<file path="src/rtl/bmcc_pkg.sv">
// Package for the bounded multiset combination counter.
// Holds shared constants and widths; no dependencies.
`default_nettype none
package bmcc_pkg;
	localparam int unsigned MAX_TYPES_DEF = 8;
	localparam int unsigned ACC_W = 64;
	localparam int unsigned OUT_W = 63;
	localparam int unsigned LIM_W = 8;
endpackage
`default_nettype wire

</file>
<file path="src/rtl/bmcc_mac.sv">
// Bit-serial step unit: c_out = c_in * a / b, exact division, one bit a cycle.
// Depends on bmcc_pkg.
`default_nettype none
module bmcc_mac
	import bmcc_pkg::*;
(
	input  wire logic              clk,
	input  wire logic              arst_n,
	input  wire logic              go,
	input  wire logic [ACC_W-1:0]  c_in,
	input  wire logic [8:0]        a_in,
	input  wire logic [3:0]        b_in,
	output logic                   done,
	output logic [ACC_W-1:0]       c_out
);
	localparam int unsigned PW = ACC_W + 9;

	typedef enum logic [2:0] {
		S_IDLE = 3'b001,
		S_MUL  = 3'b010,
		S_DIV  = 3'b100
	} st_t;

	st_t               st_q;
	logic [PW-1:0]     prod_q;
	logic [PW-1:0]     mc_q;
	logic [8:0]        ma_q;
	logic [3:0]        b_q;
	logic [4:0]        rem_q;
	logic [ACC_W-1:0]  quo_q;
	logic [6:0]        cnt_q;
	logic [4:0]        rem_sh;

	assign rem_sh = {rem_q[3:0], prod_q[PW-1]};

	always_ff @(posedge clk or negedge arst_n) begin
		if (!arst_n) begin
			st_q <= S_IDLE;
			done <= 1'b0;
			cnt_q <= '0;
		end else begin
			done <= 1'b0;
			unique case (st_q)
				S_IDLE: begin
					if (go) begin
						st_q <= S_MUL;
						cnt_q <= 7'd9;
					end
				end
				S_MUL: begin
					cnt_q <= cnt_q - 7'd1;
					if (cnt_q == 7'd1) begin
						st_q <= S_DIV;
						cnt_q <= 7'(PW);
					end
				end
				S_DIV: begin
					cnt_q <= cnt_q - 7'd1;
					if (cnt_q == 7'd1) begin
						st_q <= S_IDLE;
						done <= 1'b1;
					end
				end
				default: st_q <= S_IDLE;
			endcase
		end
	end

	always_ff @(posedge clk) begin
		if (st_q == S_IDLE && go) begin
			prod_q <= '0;
			mc_q <= {9'd0, c_in};
			ma_q <= a_in;
			b_q <= b_in;
		end else if (st_q == S_MUL) begin
			if (ma_q[0])
				prod_q <= prod_q + mc_q;
			mc_q <= mc_q << 1;
			ma_q <= ma_q >> 1;
			rem_q <= '0;
			quo_q <= '0;
		end else if (st_q == S_DIV) begin
			prod_q <= prod_q << 1;
			if (rem_sh >= {1'b0, b_q}) begin
				rem_q <= rem_sh - {1'b0, b_q};
				quo_q <= {quo_q[ACC_W-2:0], 1'b1};
			end else begin
				rem_q <= rem_sh;
				quo_q <= {quo_q[ACC_W-2:0], 1'b0};
			end
		end
	end

	assign c_out = quo_q;

	a_div_nonzero: assert property (@(posedge clk) disable iff (!arst_n)
		st_q == S_DIV |-> b_q != 4'd0) else $error("divide by zero");
	a_done_after_div: assert property (@(posedge clk) disable iff (!arst_n)
		done |-> $past(st_q) == S_DIV) else $error("done out of sequence");
	a_no_go_busy: assert property (@(posedge clk) disable iff (!arst_n)
		done |-> st_q == S_IDLE) else $error("unit not idle after done");
endmodule
`default_nettype wire

</file>
<file path="src/rtl/bounded_multiset_combination_count.sv">
// Top level of the bounded multiset combination counter.
// Depends on bmcc_pkg and bmcc_mac.
//
// Requests load one limit each. The request marked last
// starts inclusion-exclusion over all 2^n subsets of the n stored types;
// each subset first forms its sum, then, if that sum does not exceed r,
// takes n-1 binomial steps in the bit-serial multiply and divide unit and
// adds the term. The count appears for one cycle on combo_count
// with done high; busy is high from the marked request until then. The
// receiver cannot stall.
`default_nettype none
module bounded_multiset_combination_count
	import bmcc_pkg::*;
#(
	parameter int unsigned MAX_TYPES = MAX_TYPES_DEF
)(
	input  wire logic              clk,
	input  wire logic              arst_n,
	input  wire logic              start,
	output logic                   busy,
	input  wire logic [LIM_W-1:0]  limit,
	input  wire logic              last,
	input  wire logic              cfg_we,
	input  wire logic [7:0]        cfg_wdata,
	output logic                   done,
	output logic [OUT_W-1:0]       combo_count
);
	localparam int unsigned IW = (MAX_TYPES > 1) ? $clog2(MAX_TYPES) : 1;
	localparam int unsigned CW = $clog2(MAX_TYPES + 1);

	typedef enum logic [4:0] {
		S_IDLE = 5'b00001,
		S_SUM  = 5'b00010,
		S_BIN  = 5'b00100,
		S_WAIT = 5'b01000,
		S_OUT  = 5'b10000
	} st_t;

	st_t                   st_q;
	logic [7:0]            r_q;
	logic [LIM_W-1:0]      lim_q [MAX_TYPES];
	logic [CW-1:0]         cnt_q;
	logic [MAX_TYPES:0]    mask_q;
	logic [CW-1:0]         bit_q;
	logic [12:0]           used_q;
	logic                  odd_q;
	logic [ACC_W-1:0]      sum_q;
	logic [ACC_W-1:0]      c_q;
	logic [3:0]            i_q;
	logic [8:0]            m_q;
	logic                  go;
	logic                  mdone;
	logic [ACC_W-1:0]      mres;
	logic [12:0]           m_full;

	assign busy = (st_q != S_IDLE);
	assign m_full = {5'd0, r_q} - used_q;

	always_ff @(posedge clk or negedge arst_n) begin
		if (!arst_n)
			r_q <= '0;
		else if (cfg_we)
			r_q <= cfg_wdata;
	end

	always_ff @(posedge clk or negedge arst_n) begin
		if (!arst_n) begin
			st_q <= S_IDLE;
			cnt_q <= '0;
			done <= 1'b0;
			go <= 1'b0;
		end else begin
			done <= 1'b0;
			go <= 1'b0;
			unique case (st_q)
				S_IDLE: begin
					if (start) begin
						if (cnt_q < CW'(MAX_TYPES))
							cnt_q <= cnt_q + CW'(1);
						if (last)
							st_q <= S_SUM;
					end
				end
				S_SUM: begin
					if (mask_q[cnt_q])
						st_q <= S_OUT;
					else if (bit_q == cnt_q) begin
						if (m_full[12] || used_q > {5'd0, r_q} || cnt_q == CW'(1))
							st_q <= S_SUM;
						else
							st_q <= S_BIN;
					end
				end
				S_BIN: begin
					if (i_q == 4'(cnt_q))
						st_q <= S_SUM;
					else begin
						go <= 1'b1;
						st_q <= S_WAIT;
					end
				end
				S_WAIT: if (mdone) st_q <= S_BIN;
				S_OUT: begin
					done <= 1'b1;
					cnt_q <= '0;
					st_q <= S_IDLE;
				end
				default: st_q <= S_IDLE;
			endcase
		end
	end

	always_ff @(posedge clk) begin
		if (st_q == S_IDLE && start && cnt_q < CW'(MAX_TYPES))
			lim_q[cnt_q[IW-1:0]] <= limit;
		unique case (st_q)
			S_IDLE: begin
				mask_q <= '0;
				bit_q <= '0;
				used_q <= '0;
				odd_q <= 1'b0;
				sum_q <= '0;
			end
			S_SUM: begin
				if (bit_q != cnt_q) begin
					if (mask_q[bit_q]) begin
						used_q <= used_q + 13'(lim_q[bit_q[IW-1:0]]) + 13'd1;
						odd_q <= ~odd_q;
					end
					bit_q <= bit_q + CW'(1);
				end else begin
					if (!(used_q > {5'd0, r_q})) begin
						if (cnt_q == CW'(1))
							sum_q <= odd_q ? sum_q - 64'd1 : sum_q + 64'd1;
					end
					m_q <= m_full[8:0];
					c_q <= 64'd1;
					i_q <= 4'd1;
					if (used_q > {5'd0, r_q} || cnt_q == CW'(1)) begin
						mask_q <= mask_q + {{MAX_TYPES{1'b0}}, 1'b1};
						bit_q <= '0;
						used_q <= '0;
						odd_q <= 1'b0;
					end
				end
			end
			S_BIN: begin
				if (i_q == 4'(cnt_q)) begin
					sum_q <= odd_q ? sum_q - c_q : sum_q + c_q;
					mask_q <= mask_q + {{MAX_TYPES{1'b0}}, 1'b1};
					bit_q <= '0;
					used_q <= '0;
					odd_q <= 1'b0;
				end
			end
			S_WAIT: begin
				if (mdone) begin
					c_q <= mres;
					i_q <= i_q + 4'd1;
				end
			end
			S_OUT: begin
				combo_count <= sum_q[ACC_W-1] ? {OUT_W{1'b1}} : sum_q[OUT_W-1:0];
			end
			default: ;
		endcase
	end

	bmcc_mac u_mac (
		.clk   (clk),
		.arst_n(arst_n),
		.go    (go),
		.c_in  (c_q),
		.a_in  (m_q + 9'(i_q)),
		.b_in  (i_q),
		.done  (mdone),
		.c_out (mres)
	);

	a_done_one: assert property (@(posedge clk) disable iff (!arst_n)
		done |=> !done) else $error("done held");
	a_busy_done: assert property (@(posedge clk) disable iff (!arst_n)
		done |-> !busy) else $error("done while busy");
	a_cnt_range: assert property (@(posedge clk) disable iff (!arst_n)
		cnt_q <= CW'(MAX_TYPES)) else $error("type count overflow");
endmodule
`default_nettype wire

</file>
<file path="config.mk">
export PLATFORM = sky130hd
export DESIGN_NAME = bounded_multiset_combination_count
export DESIGN_NICKNAME = d
export VERILOG_FILES = /design/src/rtl/bmcc_pkg.sv /design/src/rtl/bmcc_mac.sv /design/src/rtl/bounded_multiset_combination_count.sv
export SDC_FILE = /design/constraint.sdc
export NUM_CORES = 1
export LEC_CHECK = 0
export BUFFER_PORTS_ARGS = -buffer_cell sky130_fd_sc_hd__buf_2
export CAP_MARGIN = 40
export CORE_MARGIN = 10
export CORE_UTILIZATION = 45
export CTS_BUF_LIST = sky130_fd_sc_hd__clkbuf_16
export CTS_CLUSTER_DIAMETER = 200
export DETAILED_ROUTE_END_ITERATION = 7
export GPL_TIMING_DRIVEN = 0
export PLACE_DENSITY = 0.69
export RECOVER_POWER = 50
export SYNTH_ARGS = -nofsm -noshare
export SYNTH_HDL_FRONTEND = slang
export SYNTH_SLANG_ARGS = --single-unit
</file>
<file path="constraint.sdc">
create_clock -name clk -period 6.8 [get_ports clk]
set_clock_uncertainty 0.1 [all_clocks]
set_input_delay 0.34 -clock clk [delete_from_list [all_inputs] [get_ports clk]]
set_output_delay 0.34 -clock clk [all_outputs]
set_load 0.02 [all_outputs]
</file>
; ---- After elaboration in Yosys (flattened, before gate mapping)
; Memories as Yosys holds them, arrays and structs flattened. A register that Yosys moved wholly into a read port is not among the register bits.
; Cells that the tools add are included.
[op_classes]
bitwise = 3
mux = 72
n_addsub = 15
n_reduce_logical = 24
n_eq_ne = 30
magnitude_cmp = 5
[op_table]
columns = cell, count
row1 = $mux 64, 11
row2 = $mux 73, 3
row3 = $pmux 64 s3, 1
row4 = $pmux 64 s2, 1
row5 = $add 73x73->73, 1
row6 = $add 64x1->64 const B, 1
row7 = $add 64x64->64, 1
row8 = $sub 64x1->64 const B, 1
row9 = $sub 64x64->64, 1
row10 = $mux 13, 4
row11 = $mux 9, 5
row12 = $mux 4, 10
row13 = $pmux 13 s3, 1
row14 = $pmux 9 s3, 1
row15 = $mux 5, 5
row16 = $pmux 7 s3, 1
row17 = $pmux 5 s4, 1
row18 = $ne 2x2->1 const B, 8
row19 = $pmux 4 s2, 2
row20 = $mux 3, 5
row21 = $mux 1, 14
row22 = $mux 7, 2
row23 = $add 13x1->13 const B, 1
row24 = $add 13x8->13, 1
row25 = other kinds (38), 67
[totals]
n_memories = 1
output_inout_bits = 65
wordCells = 174
register_bits = 488
ramBits = 64
[mem_list]
columns = memory, depth, word_bits, rd, rd_clocked_by_memory_dff, write_ports, line_no
row1 = lim_q, 8, 8, 1, 1, 1, bounded_multiset_combination_count.sv:41  ; logic [LIM_W-1:0] lim_q [MAX_TYPES];

; ---- Longest topological paths before layout
; Gate-level depths: netlist of the first run.
[depth]
ltp_word = 7
mapped_depth = 27

; ---- Modules after synthesis
; From an unflattened synthesis of the first run, not the netlist that was laid out.
[hier_totals]
hier_cells = 3359
hier_area_um2 = 32849.0
[modules_own_cells]
columns = mod, area_each_um2, cells_each, instances
row1 = bounded_multiset_combination_count, 18580.3, 1771, 1
row2 = bmcc_mac, 14268.7, 1588, 1

; ---- Least setup slack after synthesis of the first run
; OpenSTA, ideal clock, no wires.
[synth_path]
path_type = register to register
start = register st_q[3]
end = register c_q[0] (enable)
stages_incl_launch_ff = 5
t_required_ps = 6105
arrival_time_ps = 6279
path_slack_ps = -174
period_less_slack_ps = 6974
path_buffers = 1
cell_sequence = dfrtp_1 -> or3_1 -> or3b_2 -> clkbuf_1 -> a211oi_1
[synth_between]
elab_chain_cells = 3
word_cells_on_any_way = 6
cone_classes = eq/ne (4) / reduce/logical (2)
[synth_rtl]
columns = element, line_no
row1 = from (decl), bounded_multiset_combination_count.sv:39  ; st_t st_q;
row2 = from (signal assigned), bounded_multiset_combination_count.sv:68  ; st_q <= S_IDLE;
row3 = from (signal assigned), bounded_multiset_combination_count.sv:81  ; st_q <= S_SUM;
row4 = from (signal assigned), bounded_multiset_combination_count.sv:86  ; st_q <= S_OUT;
row5 = $eq 5x2->1 or $eq 5x4->1 (tied branches), bounded_multiset_combination_count.sv:116  ; unique case (st_q)
row6 = "$ne 2x2->1 (no line), or another cell as far along", --
row7 = $reduce_and 3->1 (no line) (*), --
row8 = to (signal assigned), bounded_multiset_combination_count.sv:158  ; c_q <= mres;
row9 = to (decl), bounded_multiset_combination_count.sv:48  ; logic [ACC_W-1:0] c_q;
; Every way passes the cells marked *; elsewhere a longest branch is shown, timed or not.
; A chain may end at the register's enable or synchronous reset.

; ---- Worst setup path in the final report of the first run
[layout_path]
start = register c_q[5]
end = register sum_q[61] (data pin)
[layout_between]
elab_chain_cells = 4
word_cells_on_any_way = 5
cone_classes = add/sub (2) / mux (3)
[layout_rtl]
columns = element, line_no
row1 = $add 64x64->64 or $sub 64x64->64 (tied branches), bounded_multiset_combination_count.sv:149  ; sum_q <= odd_q ? sum_q - c_q : sum_q + c_q;
row2 = $mux 64 (*), bounded_multiset_combination_count.sv:149
row3 = $mux 64 (*), bounded_multiset_combination_count.sv:148  ; if (i_q == 4'(cnt_q)) begin
row4 = $pmux 64 s3 (*), bounded_multiset_combination_count.sv:116
row5 = to (signal assigned), bounded_multiset_combination_count.sv:134  ; sum_q <= odd_q ? sum_q - 64'd1 : sum_q + 64'd1;
row6 = to (signal assigned), bounded_multiset_combination_count.sv:149
row7 = to (decl), bounded_multiset_combination_count.sv:47  ; logic [ACC_W-1:0] sum_q;
; Every way passes the cells marked *; elsewhere a longest branch is shown, timed or not. The select of a mux whose other input is x is not followed.

==> metrics.txt, run 1 <==
number of synthesized flops with an enable pin 440; Post-synth ARST share 5.41%; row count 98; Yosys top cell by area edfxtp_1; maxcap violations 3; Main synth FF type edfxtp_1; Clock transition at path regs 70 ps; gr usage total 21.1%; gpl congestion 0.965; RSZ-0062 raised after global routing yes; Synth cell types 77; required time of the critical path 7090 ps; CP max stage cell edfxtp_1; Placement Setup Slack -570 ps; CP bufs+invs 0; IO Pins 86; clock group share of total power 27.1%; Buffers on Ports 84; Slew HR -127%; die area 83,400 µm²; die span in x 289 µm; number of global-route vias before repair 24,900; M1 wire length 38.4 mm; TritonCTS clock tree built; status finished, violations left; layout cells sized above 1 7.57%; Sw Ratio 35.6%; Static Leakage 14.3 nW; Worst-Margin Slew 3400 ps; Post-DP HPWL 67.4 mm; worst-path fanout max 7; GRT Residual Overflow 0; failing checks max-capacitance violations, max-slew violations; number of remaining DRC errors 0; crit-path leading delay family simple AND/OR/NAND/NOR gates; largest net degree at the start of global routing 60; Critical path origin c_q[5]; top routing layer used met4; met2 WL 43.0 mm; P_sw 4.24 mW; worst r2r dst sum_q[61]; fin nets 3,710; Pwr Density 325 nW/µm²; core area 71,500 µm²; cell area after layout 36,600 µm²; Post-Syn Nets 3,518; Layout area overhead 12.6%; Critical Path, Cell by Cell or3_4 > nor4_4 > nand2_1 > nor3_4 > nor4b_4 > nand2_2 > or3_1 > or3_1 > nand2b_1 > a21oi_1 > a21oi_1 > ha_1 > a21o_1 > a41o_1 > a31oi_2 > and3_1 > o21ai_1 > a41o_1 > a21oi_2 > o31ai_2 > a221oi_1 > xor2_1 > nor2_1; worst skew pair latency 660 ps; cts bufs inserted 60; worst flop-to-flop path startpoint c_q[5]; slowest cell delay on critical path 460 ps; Gate power share 35.9%; DRT Pass-1 Iters 7; Mapped Area 32,500 µm²; Flop pwr share 37.0%; P_int 7.66 mW; Slew Limit Fails 134; clock root buffer clkbuf_16; Die Span Y 289 µm; Seq cells post-synth 555; Final period util 95.5%; crit path capture sum_q[61]; Synth area leaders edfxtp_1 41%, ha_1 6.4%, nand2_1 5.3%; starting density of the core 45.5%; Placed Area 34,400 µm²; Syn. warnings 0; VDD IR-drop max 0.266 mV; Crit path depth 23; Register-to-Register Path Depth 23; post-synthesis sequential area ratio 48.2%; list of most frequent post-synthesis cells 457 x nand2_1, 440 x edfxtp_1, 267 x nor2_1, 247 x a21oi_1, 197 x o21ai_0; Tmin final 6490 ps; reg-to-reg slack, setup 310 ps; final wirelength 89.9 mm; Setup Viol. Count Final 0; Via density 5.74; htree depth 2; type of the tightest min-delay check input port to register; Vias 25,900; Data arrival, critical path 6780 ps; CTS sink cnt 555; Routed Antenna Nets 0; Clock Tree Buf Depth 3; final hold vios 0; met3 wire length 5.55 mm; first-pass GRT wire length 140 mm; Max Clk Rate 154 MHz; Synth Instances 3,324; drt first-iter violations 2,377; critical path class register to register; Setup WS post-layout 309 ps; syn avg cell area 9.78 µm²; initial antenna violation count 1; most numerous cell in the Yosys netlist nand2_1; Yosys top cell area share 40.7%; setup TNS 0 ps; Routed wire per std cell 19.9 µm; critical path capture point type register; startpoint types register
-- worst min path at each step --
| stage | start | depth (start not counted) | to |
|---|---|---|---|
| finish | cfg_we | 3 | r_q[1] |
| global route | start | 4 | cnt_q[1] |
| CTS | cfg_we | 3 | r_q[1] |
| detailed placement | u_mac.mc_q[64] | 2 | u_mac.mc_q[65] |
| global placement | u_mac.mc_q[72] | 2 | u_mac.mc_q[72] |
| floorplan | arst_n | 0 | cnt_q[0] |
-- what timing repair did --
action                     CTS  global route
pin swaps                    0             2
hold endpoints to repair   101             0
resized for setup           13            25
setup buffers                1             2
setup endpoints to repair   14            16
gates cloned                 0             0
hold buffers                19             0
-- power by group through the flow --
stage,Clock [mW],Combinational [mW],Sequential [mW]
after global placement,0,4.00,4.50
after detailed placement,0,4.12,4.47
final,3.22,4.27,4.41
after global routing,3.41,4.73,4.44
after floorplan,0,3.15,4.37
after CTS,3.27,4.18,4.41
-- logic make-up after synthesis --
group                      after synthesis  share of synthesized area, %
muxes                                   42                          2.08
buffers and inverters                  261                          3.02
and+or+nand+nor                       1271                          18.9
AOI/OAI and AO/OA                      837                          16.0
adders and majority gates              173                          6.80
xor gates and xnor gates               185                          4.99
DFF                                    555                          48.2
-- registers in the layout (all words and copies together) (netlist names), 9 cells and up, named ones only --
register,flops
u_mac.prod_q,73
c_q,64
u_mac.c_out,64
mask_q,9
sum_q,64
lim_q,64
u_mac.mc_q,73
u_mac.ma_q,9
combo_count,63
used_q,13
m_q,9
-- layer usage --
layer,vias to the layer above,GRT usage (%)
li1,12500,-
met1,12400,27.5
met2,846,35.3
met3,180,3.26
met4,0,7.40
met5,-,0
-- worst register-to-register path, cell delays in order, from the launching register on --
cell	delay [ps]
edfxtp_1	460
or3_4	450
nor4_4	270
nand2_1	210
nor3_4	240
nor4b_4	360
nand2_2	230
or3_1	460
or3_1	380
nand2b_1	100
a21oi_1	60
a21oi_1	200
ha_1	350
a21o_1	220
a41o_1	220
a31oi_2	240
and3_1	200
o21ai_1	120
a41o_1	330
a21oi_2	260
o31ai_2	160
a221oi_1	380
xor2_1	180
nor2_1	50
-- layout make-up --
| cell class | instances | area [µm²] |
|---|---|---|
| Inverter | 72 | 270 |
| Fill cell | 6557 | 34900 |
| Timing Repair Buffer | 130 | 796 |
| Buffer | 189 | 716 |
| Clock buffer | 61 | 1530 |
| Antenna cell | 1 | 2.50 |
| Multi-Input combinational cell | 2508 | 16000 |
| Tap cell | 950 | 1190 |
| Sequential cell | 555 | 15700 |
| Clock inverter | 52 | 400 |
-- cells in the final DEF (no fill, tap or decap), drive strengths merged, types with 28 or more instances in the layout --
master / instances
xnor2: 95
o211ai: 53
clkbuf: 314
nor3: 72
o21ai: 200
nand3: 41
inv: 100
a21oi: 247
edfxtp: 440
dfrtp: 28
a21o: 126
nand2: 458
dfxtp: 85
buf: 45
and2: 145
nand4: 53
nand2b: 34
or2: 73
nor2: 267
xor2: 90
ha: 167
a31oi: 55
-- metrics by stage --
stage	hold slack [ps]	instances	utilization, %	power (mW)
floorplan	-55.6	3324	-	7.52
global placement	359	4358	47.7	8.50
detailed placement	363	4382	48.2	8.60
CTS	19.6	4515	51.2	11.9
global route	72.7	4517	51.2	12.6
finish	32.6	4518	51.2	11.9
Power figures use the tool's default switching activity.
==> inputs of run 2 (changes only) <==
--- a/config.mk
+++ b/config.mk
@@ -13,8 +13,9 @@
 export CTS_CLUSTER_DIAMETER = 200
 export DETAILED_ROUTE_END_ITERATION = 7
 export GPL_TIMING_DRIVEN = 0
-export PLACE_DENSITY = 0.69
+export PLACE_DENSITY = 0.67
 export RECOVER_POWER = 50
 export SYNTH_ARGS = -nofsm -noshare
 export SYNTH_HDL_FRONTEND = slang
 export SYNTH_SLANG_ARGS = --single-unit
+export TNS_END_PERCENT = 1
==> constraint.sdc (replaced) <==
create_clock -name clk -period 7.2 [get_ports clk]
set_clock_uncertainty 0.1 [all_clocks]
set_input_delay 0.36 -clock clk [delete_from_list [all_inputs] [get_ports clk]]
set_output_delay 0.36 -clock clk [all_outputs]
set_load 0.02 [all_outputs]
==> run 2 against run 1 <==
Compared with the run above:
- the run still ends with max-capacitance violations, max-slew violations left
- die area unchanged
- maximum frequency decreased by 5.5%
- final area decreased by 0.17%
- combinational power decreased by 6.6%
- critical path depth increased by 1
- final cell count about the same
- largest power group unchanged
- highest routed layer unchanged
==> metrics.txt, run 2 (synthesis results as in run 1) <==
status finished, violations left; failing checks max-capacitance violations, max-slew violations; Placed Instances 4,382 (unchanged); die area 83,400 µm² (unchanged); starting density of the core 45.5% (unchanged); VDD IR-drop max 0.301 mV (+13%); worst r2r dst sum_q[63]; maxcap violations 3 (unchanged); reg-to-reg slack, setup 330 ps (+20 ps); diode count 0 (-1); cts bufs inserted 59 (-1.7%); Pwr Density 308 nW/µm² (-5.2%); worst-path fanout max 7 (unchanged); number of remaining DRC errors 0 (unchanged); initial antenna violation count 1 (unchanged); worst skew pair latency 640 ps (-20 ps); Worst-Margin Slew 3280 ps (-119 ps); Die Span Y 289 µm (unchanged); clock root buffer clkbuf_16; Vias 25,900 (-0.20%); worst flop-to-flop path startpoint c_q[4]; gr usage total 21.1% (-0.045 points); DRT Pass-1 Iters 6 (-1); Tmin final 6870 ps (+376 ps); most frequent cells in the layout 456 x nand2_1, 440 x edfxtp_1, 267 x nor2_1; critical path capture point type register; startpoint types register; worst hold start cfg_we; drt first-iter violations 1,950 (-18%); die span in x 289 µm (unchanged); critical path class register to register; Final period util 95.4% (about the same); Slew Limit Fails 128 (-4.5%); gpl congestion 0.954 (-1.1%); most common cell after layout, fill and taps aside nand2_1; post-route insts no fill 4,514 (-0.089%); Data arrival, critical path 7140 ps (+360 ps); Buffers on Ports 84 (unchanged); Layout area overhead 12.4%; required time of the critical path 7470 ps (+380 ps); Register-to-Register Path Depth 24 (+4.3%); core area 71,500 µm² (unchanged); Clock Tree Buf Depth 3 (unchanged); Placed Area 34,400 µm² (about the same); Hold EP r_q[0]; Post-DP HPWL 67.3 mm (-0.13%); cell area after layout 36,500 µm² (-0.17%); WHS Path Cells 3 (unchanged); number of global-route vias before repair 24,900 (+0.036%); Via density 5.73 (-0.12%); layout cells sized above 1 7.44% (-0.13 points); RSZ-0062 raised after global routing yes; Static Leakage 14.2 nW (-0.67%); TritonCTS clock tree built; GRT Residual Overflow 0 (unchanged); Max Clk Rate 146 MHz (-5.5%); final wirelength 89.4 mm (-0.54%); largest registers u_mac.mc_q x73, u_mac.prod_q x73; Routed Antenna Nets 0 (unchanged); fin nets 3,709 (-0.027%); fill cell count 6,537 (-0.31%); CTS sink cnt 555 (unchanged); row count 98 (unchanged); Routed wire per std cell 19.8 µm (-0.45%); first-pass GRT wire length 140 mm (-0.14%); largest net degree at the start of global routing 63 (+5.0%); IO Pins 86 (unchanged); Slew HR -119% (+7.9 points); Setup Viol. Count Final 0 (unchanged); final hold vios 0 (unchanged); htree depth 2 (unchanged); Clock transition at path regs 70 ps (about the same); type of the tightest min-delay check input port to register
## run 2: cell count changes in the layout (fill, tap and decap cells not counted), sizes merged
cell      change
bufinv        +4
clkinv       +12
inv          -18
clkbuf        -4
diode         -1
clkinvlp      +1
buf           +2
## run 2: area by class of cell
| type | instances | area (µm²) | share of cell area [%] |
|---|---|---|---|
| multi-input combinational | 2508 | 15900 | 43.6 |
| sequential | 555 | 15700 | 42.9 |
| clock buffer | 59 | 1480 | 4.04 |
| tap | 950 | 1190 | 3.25 |
| timing repair buffer | 130 | 790 | 2.16 |
| buffer | 189 | 713 | 1.95 |
| clock inverter | 51 | 497 | 1.36 |
| inverter | 72 | 270 | 0.740 |
## run 2: worst max path at each step
stage / endpoint / startpoint / slack [ps] / depth (start not counted)
2_1_floorplan: c_q[0] / st_q[3] / 230 / 4
3_3_place_gp: c_q[8] / cnt_q[0] / -2610 / 5
3_5_place_dp: sum_q[56] / c_q[4] / -40 / 24
4_1_cts: sum_q[56] / c_q[4] / 110 / 24
5_1_grt: sum_q[61] / c_q[5] / -30 / 24
6_report: sum_q[63] / c_q[4] / 330 / 24
## run 2: layer usage
layer | global-route usage [%] | wire length (µm)
met1 | 27.8 | 38900
met2 | 35.5 | 42700
met3 | 2.96 | 5300
met4 | 6.41 | 2490
met5 | 0 | 0
## run 2: stage by stage
| step | setup TNS [ps] | utilization [%] | total power, mW | hold slack [ps] | setup slack [ps] |
|---|---|---|---|---|---|
| 3_3_place_gp | -178160 | 47.7 | 8.06 | 359 | -2610 |
| 6_report | 0 | 51.1 | 11.3 | 57.7 | 333 |
| 3_5_place_dp | -44.2 | 48.2 | 8.13 | 368 | -44.2 |
| 4_1_cts | 0 | 51.2 | 11.3 | 30.4 | 113 |
| 2_1_floorplan | 0 | - | 7.11 | -35.6 | 226 |
| 5_1_grt | -61.9 | 51.1 | 11.9 | 88.4 | -33.3 |
## run 2: worst max-delay path, cell delays in order (launching register included)
cell,delay [ps]
edfxtp_1,480
or3_4,440
nor4_4,260
nand2_1,180
nor3_2,280
nor4b_4,230
buf_4,180
nand2_1,190
nor3_1,300
a21oi_1,110
o211ai_1,420
ha_1,310
clkbuf_1,190
a211oi_1,340
o21ai_0,170
a41o_1,250
a31oi_1,350
a21oi_1,160
o31ai_2,420
nand2_1,170
a311oi_2,450
o31ai_1,130
a21oi_1,270
xnor2_1,150
o2bb2ai_1,90
## run 2: power breakdown
part           switching, mW  total (mW)  leakage, nW  internal, mW
registers              0.241        4.16         5.23          3.92
logic                   2.39        3.99         7.94          1.60
clock network           1.33        3.12        0.995          1.79
total                   3.96        11.3         14.2          7.31
## run 2: timing repair
action,in CTS,in global routing
endpoints found under the hold margin,101,0
hold buffers,19,0
buffers inserted,0,3
endpoints found under the setup margin,3,15
gates resized for setup,3,14
